$ cat config.mk
export PLATFORM = sky130hd
export DESIGN_NAME = cpg_front
export DESIGN_NICKNAME = d
export VERILOG_FILES = /design/src/rtl/cpg_pkg.sv /design/src/rtl/cpg_front.sv
export SDC_FILE = /design/constraint.sdc
export NUM_CORES = 1
export LEC_CHECK = 0
export BUFFER_PORTS_ARGS = -buffer_cell sky130_fd_sc_hd__buf_2
export CAP_MARGIN = 10
export CORE_UTILIZATION = 45
export DETAILED_ROUTE_END_ITERATION = 16
export PLACE_DENSITY = 0.64
export SYNTH_ARGS = -nofsm -noshare
export SYNTH_HDL_FRONTEND = slang
export SYNTH_SLANG_ARGS = --single-unit
$ cat constraint.sdc
create_clock -name vclk -period 14.71
set_input_delay 2.2065 -clock vclk [all_inputs]
set_output_delay 2.2065 -clock vclk [all_outputs]
set_load 0.005 [all_outputs]
$ cat src/rtl/cpg_pkg.sv
package cpg_pkg;

    localparam int CPG_PHASE_BITS = 16;
    localparam int CPG_QUEUE_DEPTH = 4;
    localparam int CPG_CFG_INDEX_BITS = 3;
    localparam int CPG_CFG_DATA_BITS = 32;

    localparam logic [CPG_CFG_INDEX_BITS-1:0] CFG_CENTER_X = 3'd0;
    localparam logic [CPG_CFG_INDEX_BITS-1:0] CFG_CENTER_Y = 3'd1;
    localparam logic [CPG_CFG_INDEX_BITS-1:0] CFG_CENTER_Z = 3'd2;
    localparam logic [CPG_CFG_INDEX_BITS-1:0] CFG_REF_X = 3'd3;
    localparam logic [CPG_CFG_INDEX_BITS-1:0] CFG_REF_Y = 3'd4;
    localparam logic [CPG_CFG_INDEX_BITS-1:0] CFG_REF_Z = 3'd5;
    localparam logic [CPG_CFG_INDEX_BITS-1:0] CFG_RADIUS = 3'd6;

    localparam logic [30:0] HALF_PI_Q30 = 31'd1686629713;
    localparam logic [30:0] UNIT_ONE = 31'h4000_0000;

    localparam logic [1:0] QUAD_0 = 2'd0;
    localparam logic [1:0] QUAD_1 = 2'd1;
    localparam logic [1:0] QUAD_2 = 2'd2;
    localparam logic [1:0] QUAD_3 = 2'd3;

    typedef struct packed {
        logic [29:0] x;
        logic [1:0]  quad;
        logic        fold;
    } cpg_angle_t;

    typedef struct packed {
        logic [2:0][31:0] center;
        logic [30:0]      radius;
        logic [2:0][31:0] u;
        logic [2:0][31:0] v;
        logic             ok;
    } cpg_basis_t;

    typedef enum logic [3:0] {
        BS_IDLE,
        BS_START,
        BS_ABS,
        BS_NORM,
        BS_SQ,
        BS_SQRT,
        BS_DIVLD,
        BS_DIV,
        BS_STORE,
        BS_CROSS
    } bs_state_t;

    function automatic logic signed [63:0] round_q30(input logic signed [63:0] val);
        logic [63:0] mag;
        logic [63:0] rnd;
        mag = val[63] ? (64'd0 - val) : val;
        rnd = (mag + 64'h2000_0000) >> 30;
        return val[63] ? $signed(64'd0 - rnd) : $signed(rnd);
    endfunction

endpackage

$ cat src/rtl/cpg_front.sv
module cpg_front
    import cpg_pkg::*;
#(
    parameter int PHASE_BITS = CPG_PHASE_BITS
)
(
    input  logic                  phase_valid,
    output logic                  phase_stall,
    input  logic [PHASE_BITS-1:0] phase,
    input  logic                  basis_busy,
    input  logic                  queue_full,
    output logic                  push,
    output cpg_angle_t            push_data
);

    logic [31:0] turn;
    logic [29:0] rem;
    logic [29:0] folded;
    logic        fold;
    logic [60:0] scaled;

    assign phase_stall = basis_busy || queue_full;
    assign push = phase_valid && !phase_stall;

    // The phase is taken to 2^32 per turn, folded into the first eighth turn
    // of its quadrant and turned into Q0.30 radians.
    assign turn = {phase, (32 - PHASE_BITS)'(0)};
    assign rem = turn[29:0];
    assign fold = (rem > 30'h2000_0000);
    assign folded = fold ? (30'h0 - rem) : rem;
    assign scaled = 61'(folded) * 61'(HALF_PI_Q30) + 61'h2000_0000;

    assign push_data.x = scaled[59:30];
    assign push_data.quad = turn[31:30];
    assign push_data.fold = fold;

endmodule

; Word-level counts from Yosys, hierarchy flattened
; Cells that the tools add are included.
; Widths: inputs -> output; s select.
[totals]
output_inout_bits = 35
wordCells = 8
input_bits = 19
register_bits = 0
[op_classes]
n_reduce_logical = 3
order_cmp = 1
mul = 1
mux = 1
n_addsub = 2
[op_table]
columns = cell, count
row1 = $add 60x30->60 const B, 1
row2 = $mul 30x31->60 const B, 1
row3 = $gt 30x30->1 const B, 1
row4 = $mux 30, 1
row5 = $sub 1x30->30 const A, 1
row6 = $logic_and 1x1->1, 1
row7 = $logic_not 1->1, 1
row8 = $logic_or 1x1->1, 1

; Longest topological paths before layout
[logic_depth]
ltp_word = 4
ltp_mapped = 30
mapped_depth_nobuf = 30

; Least setup slack after synthesis
; Ideal clock, no wire load.
[synth_path]
kind = input to output
startpoint = input port phase[6]
endpoint = output port push_data[29] (netlist bit)
arrival_time_ns = 9.656
path_buffers = 0
cell_stages = 25
path_slack_ns = 2.847
required_time_ns = 12.503
path_cell_list = or4_1 > nor4_1 > a21boi_1 > nor2b_1 > xor2_1 > inv_1 > fa_1 > inv_1 > fa_1 > fa_1 > inv_1 > fa_1 > fa_1 > inv_1 > ha_1 > ha_1 > ha_1 > ha_1 > a21o_1 > a21o_1 > a21o_2 > o2bb2ai_1 > o2111ai_2 > a21oi_4 > o41a_2
[synth_rtl]
columns = element, line_no
row1 = "start, declared", cpg_front.sv:9  ; input logic [PHASE_BITS-1:0] phase,
row2 = "end, declared", cpg_front.sv:13  ; output cpg_angle_t push_data

==> results_dict.tcl <==
set metrics [dict create \
    route.final.wire_length_mm 16.39 \
    worst_path_max_delay_cell "xnor2_1" \
    vias 5572 \
    drv_slew 0 \
    route.detailed.wl_per_inst_um 14.98 \
    timing.setup.critical_path_class "input port to primary output" \
    worst_slew_margin_rel_pct 32.32 \
    post_cts_buffers 0 \
    mappedNetlistArea_mm2 0.007960 \
    floorplan.rows 48 \
    drt-vias-per-instance 5.093 \
    synthCells 820 \
    synthDistinctLibCells 61 \
    hold_viol 0 \
    post-route-drc-count 0 \
    drv.max_cap_violation_count 0 \
    critical_path.most_common_cell "inv_1" \
    floorplan.die_area_mm2 0.01823 \
    critical_path.n_buffers_inverters 9 \
    io_buffer_count 50 \
    final_replace_weighted_congestion 0.8734 \
    worst-slew-pin-transition_ns 1.008 \
    min_delay_path_depth 0 \
    worst_hold_path_type "input port to primary output" \
    type_of_origin_of_the_critical_path "input port" \
    setup_tns_ns 0 \
    number_of_flip_flops_and_latches 0 \
    final_layout_size_suffix_gt1_share_pct 9.206 \
    area.growth.synth_to_final_pct 6.633 \
    hold_start "phase[14]" \
    io_pins 54 \
    syn_nets 1202 \
    die_w_um 135 \
    floorplan.core_area_mm2 0.01730 \
    critPathMaxFanout 10 \
    max_stage_delay_ns 0.68 \
    final_period_minus_worst_setup_slack_ns 12.94 \
    kind_of_cell_with_the_highest_combined_delay_on_the_critical_path "adder cells" \
    yosysWarningCount 0 \
    number_of_buffers_inserted_by_hold_repair_at_cts 0 \
    area.sequential_um2 0 \
    grt_antenna_before_repair 0 \
    grt_use_total_pct 19.24 \
    drt_first_pass_iters 5 \
    antenna_cells_inserted 0 \
    finish.utilization_pct 49.07 \
    first_iter_violations 173 \
    vias_in_the_first_global_route 5660 \
    cp_data_arrival_time_ns 10.74 \
    start_util_pct 46.02 \
    grt_setup_unrepaired "no" \
    final_antenna_net_count 0 \
    status "completed" \
    critPathRequiredTime_ns 12.50 \
    finalCritPeriodShare_pct 87.99 \
    grt.overflow.total 0 \
    min_to "push_data[1]" \
    global_route_wire_length_before_repair_mm 27.93 \
    synth_seq_area_share_pct 0 \
    fmaxAchievable_mhz 77.26 \
    grt_max_degree 11 \
    design.final.nets 1253 \
    die_height_um 135 \
    place_hpwl_mm 15.12 \
    setup_viol 0 \
    post_cts_resize_count 0 \
    total_of_clock_buffers_placed_in_the_layout 0 \
    synth.avg_cell_area_um2 9.707 \
    end_kind "primary output" \
]
## layer usage
layer  wire [um]  up-vias  track usage [%]  part of all wire [%]
li1            -     2776                -                     -
met1        7514     2679            26.73                    46
met2        7960      102            33.30                    49
met3         628       15            1.239                   3.8
met4         282        0            3.121                   1.7
met5           0        -                0                     0
## synthesized netlist by cell type, types with 3 or more instances
library cell | count | share of area (%)
xnor2_1 | 24 | 2.6
nand4_1 | 6 | 0.47
nor4_1 | 5 | 0.39
nand2b_1 | 4 | 0.31
fa_1 | 129 | 32
nor2_1 | 19 | 0.90
o21a_1 | 4 | 0.38
ha_1 | 234 | 37
nand3_1 | 4 | 0.25
a21oi_1 | 26 | 1.6
a21o_1 | 18 | 1.7
inv_1 | 217 | 10
nor3_1 | 6 | 0.38
or4_1 | 3 | 0.28
or3_1 | 3 | 0.24
o31ai_1 | 4 | 0.38
nor2b_1 | 3 | 0.24
buf_4 | 3 | 0.28
xor2_1 | 15 | 1.7
nand2_1 | 26 | 1.2
o21ai_0 | 16 | 1.0
## per-stage QoR
| stage | setup WS [ns] | cell area, um2 | instances | hold WS, ns |
|---|---|---|---|---|
| 6_report | 1.767 | 8488 | 1094 | 4.413 |
| 3_5_place_dp | 1.762 | 8488 | 1094 | 4.413 |
| 3_3_place_gp | 1.871 | 8488 | 1094 | 4.413 |
| 5_1_grt | 1.138 | 8488 | 1094 | 4.413 |
| 2_1_floorplan | 2.847 | 7960 | 820 | 4.484 |
| 4_1_cts | 1.753 | 8488 | 1094 | 4.413 |
## worst max path at each step
stage              from       endpoint  slack (ns)  depth (start not counted)
6_report       phase[0]  push_data[30]        1.77                         32
5_1_grt        phase[0]  push_data[31]        1.14                         32
4_1_cts        phase[0]  push_data[31]        1.75                         32
3_5_place_dp   phase[0]  push_data[31]        1.76                         32
3_3_place_gp   phase[6]  push_data[31]        1.87                         29
2_1_floorplan  phase[6]  push_data[29]        2.85                         25
## area by class of cell
class | instances | area (um2)
Fill cell | 1674 | 8808
Multi-Input combinational cell | 596 | 7097
Inverter | 217 | 814.5
Timing Repair Buffer | 56 | 295.3
Tap cell | 225 | 281.5
## cells by family (layout without fill, tap and decap cells)
kind of cell               Yosys count  in the layout  share of synthesized area [%]
buffers and inverters              224            273                          10.85
xor gates and xnor gates            39             39                          4.291
adders and majority gates          363            363                          69.22
muxes                                2              2                         0.2515
AOI/OAI and AO/OA                  101            101                          9.274
and+or+nand+nor                     91             91                          6.115
## cells in the final DEF (no fill, tap or decap), drive strengths merged, types with 3 or more instances in the layout
| cell type | synthesis | final |
|---|---|---|
| buf | 3 | 56 |
| nand3 | 4 | 4 |
| nor2 | 19 | 19 |
| nor4 | 6 | 6 |
| fa | 129 | 129 |
| ha | 234 | 234 |
| xnor2 | 24 | 24 |
| or4 | 3 | 3 |
| o31ai | 5 | 5 |
| nor3 | 7 | 7 |
| o21a | 4 | 4 |
| nand4 | 7 | 7 |
| inv | 217 | 217 |
| nand2b | 4 | 4 |
| o21ai | 17 | 17 |
| a211oi | 3 | 3 |
| xor2 | 15 | 15 |
| a21oi | 29 | 29 |
| or3 | 3 | 3 |
| a21o | 20 | 20 |
| nand2 | 26 | 26 |
| nor2b | 3 | 3 |
Power is left out: the tool's default activity adds up to more than one toggle a clock period on the data nets, which glitch-free logic cannot reach.
