`src/rtl/cpg_pkg.sv`:
```
package cpg_pkg;

    localparam int CPG_PHASE_BITS = 16;
    localparam int CPG_QUEUE_DEPTH = 4;
    localparam int CPG_CFG_INDEX_BITS = 3;
    localparam int CPG_CFG_DATA_BITS = 32;

    localparam logic [CPG_CFG_INDEX_BITS-1:0] CFG_CENTER_X = 3'd0;
    localparam logic [CPG_CFG_INDEX_BITS-1:0] CFG_CENTER_Y = 3'd1;
    localparam logic [CPG_CFG_INDEX_BITS-1:0] CFG_CENTER_Z = 3'd2;
    localparam logic [CPG_CFG_INDEX_BITS-1:0] CFG_REF_X = 3'd3;
    localparam logic [CPG_CFG_INDEX_BITS-1:0] CFG_REF_Y = 3'd4;
    localparam logic [CPG_CFG_INDEX_BITS-1:0] CFG_REF_Z = 3'd5;
    localparam logic [CPG_CFG_INDEX_BITS-1:0] CFG_RADIUS = 3'd6;

    localparam logic [30:0] HALF_PI_Q30 = 31'd1686629713;
    localparam logic [30:0] UNIT_ONE = 31'h4000_0000;

    localparam logic [1:0] QUAD_0 = 2'd0;
    localparam logic [1:0] QUAD_1 = 2'd1;
    localparam logic [1:0] QUAD_2 = 2'd2;
    localparam logic [1:0] QUAD_3 = 2'd3;

    typedef struct packed {
        logic [29:0] x;
        logic [1:0]  quad;
        logic        fold;
    } cpg_angle_t;

    typedef struct packed {
        logic [2:0][31:0] center;
        logic [30:0]      radius;
        logic [2:0][31:0] u;
        logic [2:0][31:0] v;
        logic             ok;
    } cpg_basis_t;

    typedef enum logic [3:0] {
        BS_IDLE,
        BS_START,
        BS_ABS,
        BS_NORM,
        BS_SQ,
        BS_SQRT,
        BS_DIVLD,
        BS_DIV,
        BS_STORE,
        BS_CROSS
    } bs_state_t;

    function automatic logic signed [63:0] round_q30(input logic signed [63:0] val);
        logic [63:0] mag;
        logic [63:0] rnd;
        mag = val[63] ? (64'd0 - val) : val;
        rnd = (mag + 64'h2000_0000) >> 30;
        return val[63] ? $signed(64'd0 - rnd) : $signed(rnd);
    endfunction

endpackage

```
`src/rtl/cpg_queue.sv`:
```
module cpg_queue
    import cpg_pkg::*;
#(
    parameter int DEPTH = CPG_QUEUE_DEPTH
)
(
    input  logic       clk,
    input  logic       rst_n,
    input  logic       push,
    input  cpg_angle_t push_data,
    input  logic       pop,
    output cpg_angle_t head,
    output logic       full,
    output logic       empty
);

    localparam int PW = (DEPTH > 1) ? $clog2(DEPTH) : 1;

    cpg_angle_t           mem_reg [DEPTH];
    logic [PW-1:0]        wr_reg;
    logic [PW-1:0]        wr_next;
    logic [PW-1:0]        rd_reg;
    logic [PW-1:0]        rd_next;
    logic [$clog2(DEPTH+1)-1:0] cnt_reg;
    logic [$clog2(DEPTH+1)-1:0] cnt_next;

    assign full = (cnt_reg == ($clog2(DEPTH+1))'(DEPTH));
    assign empty = (cnt_reg == '0);
    assign head = mem_reg[rd_reg];

    always_comb
    begin
        wr_next = wr_reg;
        rd_next = rd_reg;
        cnt_next = cnt_reg;
        if (push)
        begin
            wr_next = (wr_reg == PW'(DEPTH - 1)) ? '0 : wr_reg + 1'b1;
        end
        if (pop)
        begin
            rd_next = (rd_reg == PW'(DEPTH - 1)) ? '0 : rd_reg + 1'b1;
        end
        if (push && !pop)
        begin
            cnt_next = cnt_reg + 1'b1;
        end
        else if (pop && !push)
        begin
            cnt_next = cnt_reg - 1'b1;
        end
    end

    always_ff @(posedge clk or negedge rst_n)
    begin
        if (!rst_n)
        begin
            wr_reg <= '0;
            rd_reg <= '0;
            cnt_reg <= '0;
        end
        else
        begin
            wr_reg <= wr_next;
            rd_reg <= rd_next;
            cnt_reg <= cnt_next;
        end
    end

    always_ff @(posedge clk)
    begin
        if (push)
        begin
            mem_reg[wr_reg] <= push_data;
        end
    end

endmodule

```
`config.mk`:
```
export PLATFORM = sky130hd
export DESIGN_NAME = cpg_queue
export DESIGN_NICKNAME = d
export VERILOG_FILES = /design/src/rtl/cpg_pkg.sv /design/src/rtl/cpg_queue.sv
export SDC_FILE = /design/constraint.sdc
export NUM_CORES = 1
export LEC_CHECK = 0
export ABC_AREA = 1
export BUFFER_PORTS_ARGS = -buffer_cell sky130_fd_sc_hd__buf_2
export CAP_MARGIN = 20
export CORE_MARGIN = 2
export CORE_UTILIZATION = 41
export CTS_BUF_LIST = sky130_fd_sc_hd__clkbuf_8
export DETAILED_ROUTE_END_ITERATION = 10
export SETUP_SLACK_MARGIN = 0.05
export SYNTH_ARGS = -nofsm -noshare
export SYNTH_HDL_FRONTEND = slang
export SYNTH_SLANG_ARGS = --single-unit
```
`constraint.sdc`:
```
create_clock -name clk -period 2.8 [get_ports clk]
set_input_delay 0.42 -clock clk [delete_from_list [all_inputs] [get_ports clk]]
set_output_delay 0.42 -clock clk [all_outputs]
set_load 0.005 [all_outputs]
```
# Word-level counts from Yosys, hierarchy flattened
# Memories as Yosys holds them, arrays and structs flattened.
# Index checks and enable logic that the tools add are counted.
# totals
mem_bits_rw,132
elab_cells,23
memories,1
ff_bits,7
output_inout_bits,35
input_bits,37
# classes
n_reduce_logical,6
addsub,4
eq_ne,3
mux,6
# memory_table
memory,depth,width,rd,rd_ports_with_merged_regs,wr,line_no,text
mem_reg,4,33,1,0,1,cpg_queue.sv:19,cpg_angle_t mem_reg [DEPTH];
# ops
operator,n
2-to-1 mux 3 bit,2
"adder 2 x 1 -> 2 bit, second input constant",2
"== test 2 bit, second input constant",2
2-to-1 mux 2 bit,2
"adder 3 x 1 -> 3 bit, second input constant",1
"== test 3 bit, second input constant",1
logical NOT 3 bit,1
"subtractor 3 x 1 -> 3 bit, second input constant",1
logical AND 1 bit,2
logical NOT 1 bit,2
2-to-1 mux 1 bit,2
nonzero test 2 bit,1

# Longest topological paths before layout
# Gate-level depths: netlist of run 1.
# depth
word_depth,4
depth_mapped,9
ltp_nobuf,9

# Worst setup path after synthesis of run 1
# No wires, ideal clock.
# synth_path
path_type,reg2reg
from,reg wr_reg[0]
to,mem mem_reg[0][0] (netlist bit) (enable)
t_required_ps,2412
path_slack_ps,1099
path_stages_with_launch,5
synth_period_minus_slack_ps,1701
n_path_buf,0
setup_time_ps,388
arrival_ps,1313
cell_sequence,dfrtp_1 > inv_1 > ha_1 > nand2_1 > inv_1
# synth_lines
element,line_no,text
start: declaration,cpg_queue.sv:20,logic [PW-1:0] wr_reg;
start signal: assignment,cpg_queue.sv:64,wr_reg <= wr_next;
end: declaration,cpg_queue.sv:19,
# Straight into the memory's write port.

==> results of run 1 <==
[per-layer routing]
layer | up-vias | track usage [%] | wire length [µm]
met1 | 1548 | 19.0 | 4590
met4 | 0 | 6.03 | 168
met5 | - | 0 | 0
met3 | 14 | 5.03 | 680
li1 | 1664 | - | -
met2 | 91 | 24.3 | 5040
[cell type report]
cell class                      count  area (µm²)  share of cell area, %
Sequential cell                   139        4140                   63.2
Multi-Input combinational cell    198        1080                   16.4
Timing Repair Buffer               79         430                   6.57
Inverter                           79         299                   4.56
Clock buffer                       17         234                   3.57
Tap cell                          176         220                   3.36
Clock inverter                     14         155                   2.37
[critical path, cell delays in order (launching register included)]
cell	delay [ps]
dfrtp_1	430
inv_4	370
buf_12	300
nand2_1	100
o211ai_1	100
nand2_1	100
buf_2	140
[layout by cell type, fill, tap and decap left out, types with 2 or more instances in the layout]
master and n:
buf_2 71, buf_4 6, bufinv_16 3, clkbuf_8 17
clkinv_1 3, clkinv_2 3, clkinvlp_4 4, dfrtp_1 7
edfxtp_1 132, ha_1 6, inv_1 73, inv_2 5
nand2_1 115, nor3_1 2, o211ai_1 66, o21ai_0 2
o21ai_1 2
[stage by stage]
| step | area (µm²) | total power, µW | hold WS (ps) | instances | setup WS (ps) |
|---|---|---|---|---|---|
| finish | 6550 | 6210 | 190 | 702 | 369 |
| global route | 6550 | 6620 | 162 | 702 | 192 |
| CTS | 6550 | 6300 | 155 | 702 | 344 |
| detailed placement | 6150 | 4710 | 271 | 670 | 835 |
| global placement | 6150 | 4650 | 270 | 670 | 911 |
| floorplan | 5660 | 4040 | 124 | 437 | 1100 |
[worst max-delay path by stage]
stage | startpoint | to | slack [ps] | cells after the start
floorplan | wr_reg[0]$_DFFE_PN0P_ | mem_reg[0][0]$_DFFE_PP_ | 1100 | 4
global placement | rd_reg[0]$_DFFE_PN0P_ | head[3] | 910 | 6
detailed placement | rd_reg[0]$_DFFE_PN0P_ | head[25] | 840 | 6
CTS | rd_reg[0]$_DFFE_PN0P_ | head[25] | 340 | 6
global route | rd_reg[0]$_DFFE_PN0P_ | head[10] | 190 | 6
finish | rd_reg[0]$_DFFE_PN0P_ | head[25] | 370 | 6
[repair_timing]
| action | CTS | global route |
|---|---|---|
| hold buffers | 1 | 0 |
| resized for setup | 0 | 0 |
| hold endpoints to repair | 7 | 0 |
[logic make-up (layout without fill, tap and decap cells)]
kind of cell | count (synthesis) | count (layout) | share of synthesized area, %
fa+ha+maj | 7 | 7 | 1.68
compound gates | 70 | 70 | 9.11
buf+inv | 100 | 189 | 7.89
xor+xnor | 1 | 1 | 0.155
flops | 139 | 139 | 73.1
simple gates | 120 | 120 | 8.07
[power breakdown]
group	switching [µW]	total (µW)	leakage, µW	internal, µW
registers	111	2780	0.00130	2670
clock network	725	1580	0.000186	860
logic	1180	1840	0.00122	664
==> results.yml, run 1 <==
status:
  status: "complete, no violations"
clocking:
  cts_num_sinks: 139
  cts_htree_levels: 4
  cts_tree: "yes"
  clkSlewWorstSetupHoldPaths_ps: 70
  worstSkewPairLatency_ps: 440
  root_buffer: "clkbuf_8"
  cts_buffers: 17
  post_cts_buffers: 0
  cts.path.max_buffers: 2
timing:
  maxSlewViolCount: 0
  rsz0062_at_grt: "no"
  period_minus_slack_ps: 2430
  tns_ps: 0
  timing.final.crit_share_pct: 86.8
  fmax_mhz: 411
  setup_viol_count_final: 0
  final_hold_viol_count: 0
  clock_skew_ps: 5.16
  slew_headroom_pct: 43.4
  tightest_slew_ps: 848
layout:
  nNetsFinal: 558
  synthToLayoutAreaGrowth_pct: 15.8
  layout-drive-gt1-share_pct: 21.3
  antenna_cells: 0
  final_core_util_pct: 49.1
  largest_register_ff_count: 132
  fill_cells: 1177
drt:
  num_vias: 3317
  routed_wl_um: 10500
  avgViaCountPerCell: 4.73
  drc: 0
  drt_iter0_drc: 313
  drt_pass1_iterations: 4
  wl_per_cell_um: 14.9
  postRouteAntennaNets: 0
floorplan:
  rows: 42
  ioPinCount: 72
  dieArea_um2: 14800
  core_area_um2: 13300
  die_x_um: 122
  start_util_pct: 42.4
  dieHeight_um: 122
worst_hold_path:
  hold_path_depth: 1
  holdPathEnd: "mem_reg[3][26]$_DFFE_PP_"
  min_path_type: "primary input to flop"
  hp-start: "push_data[26]"
power:
  p_per_area_nw_per_um2: 947
  ir_drop_mv: 0.335
  p_leak_uw: 0.00270
yosys:
  syn_area_per_cell_um2: 13.0
  synthTopCellsByArea: "edfxtp_1 (70%), o211ai_1 (8.8%), nand2_1 (7.6%)"
  synth_cell_types: 19
  synth.top_cell.area_share_pct: 70.0
  yosys_warnings: 0
  syn_nets: 481
  ys_seq_area_share_pct: 73.1
  synth-edff-count: 132
  syn_inst: 437
  synth.ff_latch_count: 139
  synth_flop_cell: "edfxtp_1"
  async_flop_share_pct: 5.04
  syn-cell-area_um2: 5660
  netlist_top_cells_count: "edfxtp_1 (132), nand2_1 (115), inv_1 (77), o211ai_1 (66), buf_2 (12)"
  synth_area_leader_cell: "edfxtp_1"
  synth.most_common_cell: "edfxtp_1"
critical_path:
  cp_data_required_time_ps: 2380
  cp.arrival_ps: 2010
  start_kind: "flop"
  critPathMaxFanout: 61
  end_kind: "output pin"
  ff2ff_setup_slack_ps: 1060
  critical_path_class: "flop to output pin"
  reg2reg_depth: 5
  reg2reg_from: "wr_reg[0]$_DFFE_PN0P_"
  r2r-end: "mem_reg[0][24]$_DFFE_PP_"
flow_run:
  drv_cap: 0
global_route:
  grt_pass1_wl_um: 16300
  grt_usage_pct: 15.1
  grt_pass1_vias: 3157
  grt-ovfl-total: 0
  antenna_found_initial: 0
  grt_max_degree: 62
placement:
  portBuffers: 71
  gp_congestion: 0.728
  dp_hpwl_um: 6190
Power figures use the tool's default switching activity.
==> run 2: changes to the inputs <==
clock period = 3 ns   (was 2.8 ns; I/O delays follow)
==> run 2 against run 1 <==
Cell area down 0.84%. Global-route usage down 0.60 points. Count of clock-buffer cells in the layout unchanged. Clock power down 11%. Routed wire length down 2.9%. Die area unchanged. Flip-flop and latch count unchanged. Sequential power down 6%. Largest cell class unchanged.
==> results.yml, run 2 (synthesis gave the netlist of run 1 again) <==
power:
  ir_drop_mv: 0.437
  p_per_area_nw_per_um2: 875
  p_leak_uw: 0.00269
  power_uw: 5690
placement:
  dp_hpwl_um: 5750
  gp_congestion: 0.682
  place_area_um2: 6120
  portBuffers: 71
drt:
  drt_pass1_iterations: 6
  drt_iter0_drc: 208
  avgViaCountPerCell: 4.80
  postRouteAntennaNets: 0
  drc: 0
  num_vias: 3348
  wl_per_cell_um: 14.6
  routed_wl_um: 10200
global_route:
  grt_usage_pct: 14.5
  grt_max_degree: 73
  grt_pass1_vias: 3109
  grt-ovfl-total: 0
  grt_pass1_wl_um: 15700
  antenna_found_initial: 0
critical_path:
  reg2reg_from: "wr_reg[0]$_DFFE_PN0P_"
  critPathLaunch: "rd_reg[0]$_DFFE_PN0P_"
  r2r-end: "mem_reg[0][25]$_DFFE_PP_"
  end_kind: "output pin"
  cp.arrival_ps: 2150
  critPathMaxFanout: 72
  ff2ff_setup_slack_ps: 1240
  start_kind: "flop"
  cp_data_required_time_ps: 2550
  reg2reg_depth: 4
  critical_path_class: "flop to output pin"
floorplan:
  dieHeight_um: 122
  rows: 42
  start_util_pct: 42.4
  dieArea_um2: 14800
  core_area_um2: 13300
  ioPinCount: 72
  die_x_um: 122
layout:
  layout-drive-gt1-share_pct: 20.5
  nNetsFinal: 553
  synthToLayoutAreaGrowth_pct: 14.8
  final_core_util_pct: 48.7
  fill_cells: 1186
  final_design_area_no_fill_um2: 6500
  layout_commonest_cell: "edfxtp_1"
  antenna_cells: 0
  final_cell_mix: "edfxtp_1 (132), nand2_1 (115), inv_1 (77), buf_2 (71), o211ai_1 (66)"
  largest_register_ff_count: 132
clocking:
  root_buffer: "clkbuf_8"
  clkSlewWorstSetupHoldPaths_ps: 80
  post_cts_buffers: 0
  cts.path.max_buffers: 2
  cts_buffers: 17
  worstSkewPairLatency_ps: 430
  cts_num_sinks: 139
  cts_htree_levels: 4
  cts_tree: "yes"
timing:
  maxSlewViolCount: 0
  tightest_slew_ps: 858
  period_minus_slack_ps: 2600
  rsz0062_at_grt: "no"
  clock_skew_ps: 10.4
  setup_viol_count_final: 0
  hold_ws_ps: 230
  fmax_mhz: 385
  final_hold_viol_count: 0
  timing.final.crit_share_pct: 86.5
  slew_headroom_pct: 42.7
  tns_ps: 0
status:
  status: "complete, no violations"
worst_hold_path:
  holdPathEnd: "mem_reg[0][10]$_DFFE_PP_"
  min_path_type: "primary input to flop"
  hp-start: "push_data[10]"
  hold_path_depth: 1
flow_run:
  drv_cap: 0
[run 2: stage by stage]
step | std cells | setup slack [ps]
detailed placement | 665 | 888
global placement | 665 | 963
floorplan | 437 | 1300
finish | 698 | 404
CTS | 698 | 393
global route | 698 | 209
[run 2: repair_timing]
action / CTS / global route
gates resized for setup: 0 / 0
endpoints found under the hold margin: 7 / 0
hold buffers: 1 / 0
[run 2: where the power goes]
| part | switching, µW | internal, µW |
|---|---|---|
| registers | 100 | 2500 |
| logic | 1090 | 596 |
| clock network | 676 | 723 |
| total | 1870 | 3820 |
[run 2: worst max-delay path by stage]
stage / end / cells past startpoint / slack (ps)
final: head[15] / 6 / 400
after global routing: head[15] / 6 / 210
after CTS: head[15] / 6 / 390
after detailed placement: head[15] / 6 / 890
after global placement: head[15] / 6 / 960
after floorplan: mem_reg[0][0]$_DFFE_PP_ / 4 / 1300
[run 2: final cells by class]
type	count	area (µm²)	area share, %
flip-flops and latches	139	4140	63.7
multi-input cells	198	1080	16.6
repair buffers	74	393	6.05
clock buffers	17	234	3.60
well taps	176	220	3.39
inverters	79	299	4.60
clock inverters	15	138	2.12
[run 2: worst max-delay path, stage by stage, from the launching register on]
cell and delay, ps:
dfrtp_1 420, inv_4 440, buf_12 340, nand2_1 100, o211ai_1 90, nand2_1 100, buf_2 140
[run 2: layer usage]
metal / share of wire, % / GRT usage, % / vias to the layer above / routed length (µm)
met1: 46 / 18.3 / 1606 / 4730
met3: 5.1 / 4.93 / 12 / 523
met5: 0 / 0 / - / 0
li1: - / - / 1653 / -
met2: 47 / 23.2 / 77 / 4760
met4: 1.5 / 5.82 / 0 / 154
==> run 3: changes to the inputs <==
CORE_ASPECT_RATIO = 1.4   (was unset)
==> run 3 against run 2 <==
Critical path depth unchanged. Critical path type unchanged. Count of clock-buffer cells in the layout stayed put. Non-clock buffer count rose by 6. Combinational power is essentially flat. Hold slack got worse by 0.56 ps. Largest power group unchanged.
==> results.yml, run 3 (synthesis gave the netlist of run 1 again) <==
timing:
  rsz0062_at_grt: "no"
  worst_slack_ps: 581
  hold_ws_ps: 229
  tightest_slew_ps: 706
  period_minus_slack_ps: 2420
  timing.final.crit_share_pct: 80.6
  maxSlewViolCount: 0
  clock_skew_ps: 10.7
  fmax_mhz: 413
  final_hold_viol_count: 0
  slew_headroom_pct: 52.6
  tns_ps: 0
  setup_viol_count_final: 0
placement:
  dp_slack_ps: 909
  dp_hpwl_um: 6500
  gp_congestion: 0.690
  portBuffers: 71
  dpl.cell_count: 677
drt:
  drt_iter0_drc: 114
  routed_wl_um: 10400
  wl_per_cell_um: 14.7
  num_vias: 3374
  drt_pass1_iterations: 4
  drc: 0
  postRouteAntennaNets: 0
  avgViaCountPerCell: 4.75
critical_path:
  crit_path_cell_trace: "inv_4 > buf_4 > nand2_1 > o211ai_1 > nand2_1 > buf_2"
  critPathMaxFanout: 40
  critPathSlowestCell: "dfrtp_1"
  end_kind: "output pin"
  crit_path_max_incr_delay_ps: 430
  start_kind: "flop"
  reg2reg_depth: 5
  crit_top_cell: "nand2_1"
  critical_path_class: "flop to output pin"
  cp.arrival_ps: 1970
  cp_data_required_time_ps: 2550
clocking:
  post_cts_buffers: 0
  cts_htree_levels: 4
  cts.path.max_buffers: 2
  worstSkewPairLatency_ps: 430
  cts_hold_buf: 1
  cts_buffers: 17
  root_buffer: "clkbuf_8"
  cts_tree: "yes"
  cts_num_sinks: 139
  cts_resized: 0
  clkSlewWorstSetupHoldPaths_ps: 80
layout:
  antenna_cells: 0
  synthToLayoutAreaGrowth_pct: 16.4
  fill_cells: 1184
  final_cell_mix: "edfxtp_1 (132), nand2_1 (115), inv_1 (73), buf_2 (71), o211ai_1 (66)"
  layout-drive-gt1-share_pct: 20.8
  nNetsFinal: 559
  fin_cells: 710
  largest_register_ff_count: 132
  layout_commonest_cell: "edfxtp_1"
floorplan:
  core_area_um2: 13500
  dieArea_um2: 14800
  start_util_pct: 42.1
  ioPinCount: 72
  dieHeight_um: 143
  rows: 50
  die_x_um: 103
worst_hold_path:
  hold_path_depth: 1
  min_path_type: "primary input to flop"
global_route:
  grt_pass1_vias: 3339
  antenna_found_initial: 0
  grt_max_degree: 62
  grt_usage_pct: 14.9
  grt-ovfl-total: 0
  grt_pass1_wl_um: 16300
power:
  p_per_area_nw_per_um2: 886
  ir_drop_mv: 0.390
  p_leak_uw: 0.00270
  power_uw: 5840
status:
  status: "complete, no violations"
flow_run:
  drv_cap: 0
[run 3: path summary, 6_finish.rpt]
kind                                                 end  slack, ps              startpoint
worst min-delay path            mem_reg[0][31]$_DFFE_PP_        230           push_data[31]
max in group asynchronous          rd_reg[1]$_DFFE_PN0P_       2440                   rst_n
worst max-delay path                             head[6]        580   rd_reg[0]$_DFFE_PN0P_
worst max register to register  mem_reg[2][21]$_DFFE_PP_        920   wr_reg[0]$_DFFE_PN0P_
worst min register to register    cnt_reg[2]$_DFFE_PN0P_        530  cnt_reg[2]$_DFFE_PN0P_
min in group asynchronous         cnt_reg[0]$_DFFE_PN0P_        390                   rst_n
[run 3: routing by layer]
layer	global-route usage [%]	routed length, µm	share of wire [%]
met5	0	0	0
met4	5.89	148	1.4
met3	4.36	412	4.0
met2	25.9	5560	53
met1	17.1	4290	41
[run 3: cell type report]
class | instances | area, µm² | share of cell area [%]
clock buffer | 17 | 234 | 3.55
multi-input combinational | 198 | 1080 | 16.3
inverter | 79 | 299 | 4.54
sequential | 139 | 4140 | 62.8
timing repair buffer | 80 | 438 | 6.65
clock inverter | 15 | 174 | 2.64
tap | 182 | 228 | 3.46
[run 3: report_power, final]
part / switching, µW / leakage (µW) / internal (µW)
Combinational: 1100 / 0.00120 / 621
Sequential: 106 / 0.00130 / 2490
Clock: 696 / 0.000199 / 821
[run 3: stage by stage]
| stage | instance area, µm² | util (%) |
|---|---|---|
| 2_1_floorplan | 5660 | - |
| 3_3_place_gp | 6170 | 45.9 |
| 3_5_place_dp | 6170 | 45.9 |
| 4_1_cts | 6590 | 49.0 |
| 5_1_grt | 6590 | 49.0 |
| 6_report | 6590 | 49.0 |
[run 3: worst max-delay path, delay by kind of cell, from the launching register on]
| kind | cells | cell delay, ps |
|---|---|---|
| compound gates | 1 | 90 |
| buf+inv | 3 | 820 |
| flops | 1 | 430 |
| simple gates | 2 | 190 |
